`src/hw/rtl/ltm_pkg.sv`:
```
package ltm_pkg;

  // request kinds
  localparam logic REQ_ACQUIRE = 1'b0;
  localparam logic REQ_RELEASE = 1'b1;

  // response codes
  localparam logic [1:0] ST_OK       = 2'd0;
  localparam logic [1:0] ST_RETRY    = 2'd1;
  localparam logic [1:0] ST_FULL     = 2'd2;
  localparam logic [1:0] ST_REJECTED = 2'd3;

  localparam logic [15:0] EXCLUDED_RESET = 16'd9;

  // sequencer states
  typedef enum logic [1:0] {
    S_IDLE,
    S_SCAN,
    S_DRAIN,
    S_DECIDE
  } state_t;

  // one table entry as held in the memory
  typedef struct packed {
    logic [31:0] lock_id;
    logic [15:0] owner;
    logic [31:0] seq_no;
  } entry_t;

endpackage

```
`src/hw/rtl/lock_req_if.sv`:
```
interface lock_req_if;
  logic        valid;
  logic        ready;
  logic        req_type;
  logic [31:0] lock_id;
  logic [15:0] client_id;
  logic [31:0] seq_no;

  modport source (output valid, output req_type, output lock_id, output client_id,
                  output seq_no, input ready);
  modport sink (input valid, input req_type, input lock_id, input client_id,
                input seq_no, output ready);
endinterface

```
`src/hw/rtl/lock_rsp_if.sv`:
```
interface lock_rsp_if;
  logic       valid;
  logic       ready;
  logic [1:0] status;

  modport source (output valid, output status, input ready);
  modport sink (input valid, input status, output ready);
endinterface

```
`src/hw/rtl/lock_table_manager.sv`:
```
// lock table: one comparator sweeps the entry memory, one entry per cycle
// an item is accepted in idle, swept in scan, drained and decided; the response is registered
// (a rejected acquire skips the sweep and goes straight to decide)
// a new item is accepted only in idle, after the previous one is decided
// reset: all entries invalid, excluded client 9, no response pending
module lock_table_manager
  import ltm_pkg::*;
#(
  parameter int TABLE_ENTRIES = 16
) (
  input  logic          clk,
  input  logic          rst,
  lock_req_if.sink      req,
  lock_rsp_if.source    rsp,
  input  logic          cfg_we,
  input  logic [15:0]   cfg_wdata
);

  localparam int IDX_W = $clog2(TABLE_ENTRIES);
  localparam logic [IDX_W-1:0] LAST_IDX = IDX_W'(TABLE_ENTRIES - 1);

  state_t state, state_next;

  logic [15:0]              excluded_client;
  logic [TABLE_ENTRIES-1:0] entry_valid;
  entry_t                   entry_mem [TABLE_ENTRIES];
  entry_t                   rd_data;

  // item under work
  logic        cur_release;
  logic [31:0] cur_lock;
  logic [15:0] cur_client;
  logic [31:0] cur_seq;
  logic        cur_rejected;

  // sweep state
  logic [IDX_W-1:0] scan_idx;
  logic [IDX_W-1:0] pipe_idx;
  logic             pipe_vld;
  logic             hit_found;
  logic [IDX_W-1:0] hit_idx;
  logic             hit_owner_match;
  logic             hit_seq_match;
  logic             free_found;
  logic [IDX_W-1:0] free_idx;

  logic       rsp_valid;
  logic [1:0] rsp_status;

  logic       slot_free;
  logic       decide_go;
  logic [1:0] status_next;
  logic       mem_we;
  logic       valid_clr;
  logic       cmp_hit;

  assign slot_free  = !rsp_valid || rsp.ready;
  assign decide_go  = (state == S_DECIDE) && slot_free;
  assign req.ready  = (state == S_IDLE);
  assign rsp.valid  = rsp_valid;
  assign rsp.status = rsp_status;
  assign cmp_hit    = pipe_vld && entry_valid[pipe_idx] && (rd_data.lock_id == cur_lock);

  // state register
  always_ff @(posedge clk) begin
    if (rst) begin
      state <= S_IDLE;
    end else begin
      state <= state_next;
    end
  end

  // next state and decision
  always_comb begin
    state_next  = state;
    status_next = ST_OK;
    mem_we      = 1'b0;
    valid_clr   = 1'b0;
    unique case (state)
      S_IDLE: begin
        if (req.valid) begin
          if (req.req_type == REQ_ACQUIRE && req.client_id == excluded_client) begin
            state_next = S_DECIDE;
          end else begin
            state_next = S_SCAN;
          end
        end
      end
      S_SCAN: begin
        if (scan_idx == LAST_IDX) begin
          state_next = S_DRAIN;
        end
      end
      S_DRAIN: begin
        state_next = S_DECIDE;
      end
      S_DECIDE: begin
        if (cur_release) begin
          status_next = ST_OK;
          valid_clr   = hit_found && hit_owner_match;
        end else if (cur_rejected) begin
          status_next = ST_REJECTED;
        end else if (hit_found) begin
          status_next = (hit_owner_match && hit_seq_match) ? ST_OK : ST_RETRY;
        end else if (free_found) begin
          status_next = ST_OK;
          mem_we      = 1'b1;
        end else begin
          status_next = ST_FULL;
        end
        if (slot_free) begin
          state_next = S_IDLE;
        end
      end
      default: state_next = S_IDLE;
    endcase
  end

  // configuration register
  always_ff @(posedge clk) begin
    if (rst) begin
      excluded_client <= EXCLUDED_RESET;
    end else if (cfg_we) begin
      excluded_client <= cfg_wdata;
    end
  end

  // entry memory, one write and one registered read port
  always_ff @(posedge clk) begin
    if (decide_go && mem_we) begin
      entry_mem[free_idx] <= '{lock_id: cur_lock, owner: cur_client, seq_no: cur_seq};
    end
    rd_data <= entry_mem[scan_idx];
  end

  // valid bits
  always_ff @(posedge clk) begin
    if (rst) begin
      entry_valid <= '0;
    end else if (decide_go) begin
      if (mem_we) begin
        entry_valid[free_idx] <= 1'b1;
      end else if (valid_clr) begin
        entry_valid[hit_idx] <= 1'b0;
      end
    end
  end

  // capture the item and run the sweep
  always_ff @(posedge clk) begin
    if (rst) begin
      pipe_vld   <= 1'b0;
      scan_idx   <= '0;
      hit_found  <= 1'b0;
      free_found <= 1'b0;
    end else begin
      pipe_vld <= (state == S_SCAN);
      if (req.valid && req.ready) begin
        cur_release  <= (req.req_type == REQ_RELEASE);
        cur_lock     <= req.lock_id;
        cur_client   <= req.client_id;
        cur_seq      <= req.seq_no;
        cur_rejected <= (req.req_type == REQ_ACQUIRE) && (req.client_id == excluded_client);
        scan_idx     <= '0;
        hit_found    <= 1'b0;
        free_found   <= 1'b0;
      end
      if (state == S_SCAN) begin
        pipe_idx <= scan_idx;
        if (scan_idx != LAST_IDX) begin
          scan_idx <= scan_idx + 1'b1;
        end
      end
      // compare stage: first matching entry and first free entry
      if (cmp_hit && !hit_found) begin
        hit_found       <= 1'b1;
        hit_idx         <= pipe_idx;
        hit_owner_match <= (rd_data.owner == cur_client);
        hit_seq_match   <= (rd_data.seq_no == cur_seq);
      end
      if (pipe_vld && !entry_valid[pipe_idx] && !free_found) begin
        free_found <= 1'b1;
        free_idx   <= pipe_idx;
      end
    end
  end

  // response register
  always_ff @(posedge clk) begin
    if (rst) begin
      rsp_valid <= 1'b0;
    end else if (decide_go) begin
      rsp_valid <= 1'b1;
    end else if (rsp.ready) begin
      rsp_valid <= 1'b0;
    end
  end

  always_ff @(posedge clk) begin
    if (decide_go) begin
      rsp_status <= status_next;
    end
  end

endmodule

```
`src/flat_wrapper.sv`:
```
// flat-port wrapper written by rule: the top's interface ports become plain ports
module lock_table_manager_flat import ltm_pkg::*;
#(
  parameter int TABLE_ENTRIES = 16
)
  (clk, rst, cfg_we, cfg_wdata, req_valid, req_req_type, req_lock_id, req_client_id, req_seq_no, req_ready, rsp_valid, rsp_status, rsp_ready);
  lock_req_if req_i ();
  lock_rsp_if rsp_i ();
  input  logic clk;
  input  logic rst;
  input  logic cfg_we;
  input  logic [15:0] cfg_wdata;
  input wire logic [$bits(req_i.valid)-1:0] req_valid;
  input wire logic [$bits(req_i.req_type)-1:0] req_req_type;
  input wire logic [$bits(req_i.lock_id)-1:0] req_lock_id;
  input wire logic [$bits(req_i.client_id)-1:0] req_client_id;
  input wire logic [$bits(req_i.seq_no)-1:0] req_seq_no;
  output wire logic [$bits(req_i.ready)-1:0] req_ready;
  output wire logic [$bits(rsp_i.valid)-1:0] rsp_valid;
  output wire logic [$bits(rsp_i.status)-1:0] rsp_status;
  input wire logic [$bits(rsp_i.ready)-1:0] rsp_ready;
  assign req_i.valid = req_valid;
  assign req_i.req_type = req_req_type;
  assign req_i.lock_id = req_lock_id;
  assign req_i.client_id = req_client_id;
  assign req_i.seq_no = req_seq_no;
  assign req_ready = req_i.ready;
  assign rsp_valid = rsp_i.valid;
  assign rsp_status = rsp_i.status;
  assign rsp_i.ready = rsp_ready;
  lock_table_manager #(.TABLE_ENTRIES(TABLE_ENTRIES)) u_core (.clk(clk), .rst(rst), .req(req_i), .rsp(rsp_i), .cfg_we(cfg_we), .cfg_wdata(cfg_wdata));
endmodule
```
`config.mk`:
```
export PLATFORM = sky130hd
export DESIGN_NAME = lock_table_manager_flat
export DESIGN_NICKNAME = d
export VERILOG_FILES = /design/src/hw/rtl/ltm_pkg.sv /design/src/hw/rtl/lock_req_if.sv /design/src/hw/rtl/lock_rsp_if.sv /design/src/hw/rtl/lock_table_manager.sv /design/src/flat_wrapper.sv
export SDC_FILE = /design/constraint.sdc
export NUM_CORES = 2
export LEC_CHECK = 0
export ABC_AREA = 1
export BUFFER_PORTS_ARGS = -buffer_cell sky130_fd_sc_hd__buf_2
export CAP_MARGIN = 20
export CORE_UTILIZATION = 49
export DETAILED_ROUTE_END_ITERATION = 12
export SYNTH_ARGS = -nofsm -noshare
export SYNTH_HDL_FRONTEND = slang
export SYNTH_SLANG_ARGS = --single-unit
```
`constraint.sdc`:
```
create_clock -name clk -period 16.58 [get_ports clk]
set_input_delay 2.487 -clock clk [delete_from_list [all_inputs] [get_ports clk]]
set_output_delay 2.487 -clock clk [all_outputs]
set_load 0.005 [all_outputs]
```
==> impl_metrics.env <==
export IMPL_result_of_the_run="finished clean"
export IMPL_cp_data_arrival_time_ps=5510
export IMPL_cts_reportedPaths_clkPinSlew_ps=60
export IMPL_place_detailed_hpwl_mm=75.2
export IMPL_crit_start="rsp_ready"
export IMPL_gp_congestion=0.789
export IMPL_max_stage_delay_ps=730
export IMPL_startpoint_of_the_most_critical_register_to_register_path="u_core.state[0]$_SDFFE_PP0P_"
export IMPL_number_of_nets_in_the_finished_design=4680
export IMPL_synthFlopType="edfxtp_1"
export IMPL_achievable_freq_mhz=196
export IMPL_max_slew_margin_rel_pct=16.1
export IMPL_total_power_density_per_cell_area_nw_per_um2=149
export IMPL_route_vias_total=35500
export IMPL_synth_fp_nets=4622
export IMPL_synth_edff_count=1378
export IMPL_synth_area_top_cells="edfxtp_1 (71%), nor2_1 (6.9%), o21ai_0 (4.8%)"
export IMPL_dpl_cell_count=5951
export IMPL_n_antenna_cell=0
export IMPL_synth_cells=4514
export IMPL_setup_tns_ps=0
export IMPL_post_cts_setup_buffer_count=0
export IMPL_type_of_the_tightest_min_delay_check="flip-flop to flip-flop"
export IMPL_synthArstFlopShare_pct=0
export IMPL_netlist_cell_type_count=34
export IMPL_die_width_um=347
export IMPL_flow_area_growth_from_synthesis_pct=11.6
export IMPL_synth_avg_cell_area_um2=12.9
export IMPL_whs_endpoint="u_core.entry_valid[12]$_SDFFE_PP0P_"
export IMPL_swShare_pct=29.2
export IMPL_post_layout_total_power_w=0.00969
export IMPL_total_net_switching_power_w=0.00283
export IMPL_leakagePower_nw=21.3
export IMPL_clkLatencyLatePin_ps=790
export IMPL_avgRoutedWirePerCell_um=23.1
export IMPL_layout_min_cycle_time_ps=5110
export IMPL_ios=106
export IMPL_ctsHtreeMaxLevel=4
export IMPL_grt_start_max_net_pins=213
export IMPL_number_of_antenna_violations_at_the_first_check_in_global_routing=0
export IMPL_synth_top_cell_area_share_pct=71.1
export IMPL_totalWireLength_mm=144
export IMPL_critPathKind="input pin to flip-flop"
export IMPL_post_route_period_util_pct=30.8
export IMPL_drt_initial_drc_count=3695
export IMPL_synth_yosys_warnings=0
export IMPL_worst_slew_pin_transition_ps=1260
export IMPL_postRouteAntennaNets=0
export IMPL_ff2ff_setup_slack_ps=12280
export IMPL_clock_skew_ps=25.5
export IMPL_finalSetupViolations=0
export IMPL_drc=0
export IMPL_cp_cell_sequence="buf_2 > nor2_2 > nor2_1 > inv_1 > nor3_2 > buf_4 > buf_4"
export IMPL_initial_core_util_pct=49.4
export IMPL_worst_setup_path_start_kind="input pin"
export IMPL_final_layout_size_suffix_gt1_share_pct=9.05
export IMPL_grt_util_all_layers_pct=24.0
export IMPL_rr_endpoint="u_core.entry_mem[7][26]$_DFFE_PP_"
export IMPL_number_of_cells_on_the_worst_hold_path=2
export IMPL_number_of_gates_resized_after_cts=0
export IMPL_cts_tree="built"
export IMPL_final_hold_worst_slack_ps=465
export IMPL_firstDrtPassIters=6
export IMPL_most_frequent_cell_on_the_critical_path="buf_4"
export IMPL_vdd_ir_drop_max_v=0.000143
export IMPL_globalRouteOverflowTotal=0
export IMPL_synthDominantAreaCellType="edfxtp_1"
export IMPL_maximum_buffer_depth_of_the_clock_tree=3
export IMPL_wire_length_of_the_first_global_routing_pass_mm=217
export IMPL_timing_hold_worst_start="u_core.entry_valid[12]$_SDFFE_PP0P_"
export IMPL_synth_top_cells_by_count="edfxtp_1 (1378), nor2_1 (1070), o21ai_0 (561)"
export IMPL_root_buffer="clkbuf_16"
export IMPL_internal_power_w=0.00686
export IMPL_reg2reg_depth=9
export IMPL_grt_pass1_vias=34300
export IMPL_cts_sink_count=1500
export IMPL_sequential_share_of_the_synthesized_area_pct=75.3
export IMPL_synth_most_common_cell="edfxtp_1"
export IMPL_flip_flop_and_latch_count_after_synthesis=1500
export IMPL_core_um2=118000
export IMPL_required_ps=16980
export IMPL_netlist_area_um2=58200
export IMPL_fin_hold_viols=0
export IMPL_combPwrFrac_pct=18.2
export IMPL_rsz0062_at_grt="false"
export IMPL_avgViaCountPerCell=5.70
export IMPL_critPathSlowestCell="nor3_2"
export IMPL_power_clock_fraction_pct=34.9
export IMPL_nFillCells=9678
export IMPL_numCtsBuffers=155
export IMPL_layout_core_utilization_pct=55.1
export IMPL_num_rows=126
export IMPL_largest_fanout_on_the_critical_path=38
export IMPL_drv_slew=0
export IMPL_floorplan_die_area_um2=120000
export IMPL_die_height_um=347
export IMPL_sequentialPowerShare_pct=47.0
export IMPL_post_cts_hold_buffer_count=0
export IMPL_worst_setup_path_end_kind="flip-flop"
export IMPL_finalNonFillerCells=6234
export IMPL_timing_max_cap_violations=0
export IMPL_port_buffers=105
==> registers in the layout, summed over array words and instances (netlist names), 16 cells and up <==
name                    flops
u_core.entry_mem         1280
u_core.rd_data             80
u_core.cur_lock            32
u_core.cur_seq             32
u_core.cur_client          16
u_core.entry_valid         16
u_core.excluded_client     16
==> cell usage in the layout (no fill, tap or decap), drive strengths merged, types with 5 or more instances in the layout <==
cell type,count
nand4,10
a31oi,5
clkinv,46
nor3,22
o211ai,322
dfxtp,122
nor2,1072
xor2,10
bufinv,9
xnor2,47
clkbuf,222
ha,6
inv,108
or2,6
o21ai,732
buf,181
a21oi,28
nand3,143
edfxtp,1378
nand2,217
==> worst max path at each step <==
stage                     slack, ps  cells past startpoint                                end
after floorplan                7570                      5   u_core.entry_mem[3][0]$_DFFE_PP_
after global placement        10690                      7  u_core.entry_mem[7][21]$_DFFE_PP_
after detailed placement      10630                      7  u_core.entry_mem[7][30]$_DFFE_PP_
after CTS                     11450                      7  u_core.entry_mem[7][26]$_DFFE_PP_
after global routing          11300                      7  u_core.entry_mem[7][23]$_DFFE_PP_
final                         11470                      7  u_core.entry_mem[7][26]$_DFFE_PP_
==> cell families (layout without fill, tap and decap cells) <==
kind of cell	count (synthesis)	in the layout	share of synthesized area [%]
buf+inv	382	566	2.96
flops	1500	1500	75.3
xor+xnor	57	57	0.857
simple gates	1473	1473	9.95
compound gates	1096	1096	10.9
fa+ha+maj	6	6	0.129
==> per-layer routing <==
layer	share of wire [%]	global-route usage (%)
met5	0	0
met2	48	38.4
met4	1.8	6.33
met3	5.7	3.54
met1	45	34.3
==> metrics by stage <==
stage                     cell area, um2  setup WS [ps]
after floorplan                    58200           7570
after global placement             60100          10690
after detailed placement           60100          10630
after CTS                          65000          11450
after global routing               65000          11300
final                              65000          11470
==> layout make-up <==
type / count / area (um2) / share of cell area [%]
Clock buffer: 222 / 4360 / 6.71
Timing Repair Buffer: 181 / 1150 / 1.76
Multi-Input combinational cell: 2632 / 12800 / 19.7
Sequential cell: 1500 / 43800 / 67.4
Clock inverter: 61 / 557 / 0.856
Inverter: 102 / 400 / 0.616
Tap cell: 1536 / 1920 / 2.96
==> critical path, delay by kind of cell <==
kind                   cells  cell delay (ps)
buffers and inverters      4             1910
AND/OR/NAND/NOR            3             1040
==> power groups by stage <==
stage	clock network, W	registers [W]	logic [W]
after floorplan	0	0.00452	0.00133
after global placement	0	0.00462	0.00175
after detailed placement	0	0.00463	0.00177
after CTS	0.00344	0.00455	0.00178
after global routing	0.00358	0.00457	0.00198
final	0.00338	0.00455	0.00176
Note: power is estimated with default switching activity, not from simulation.
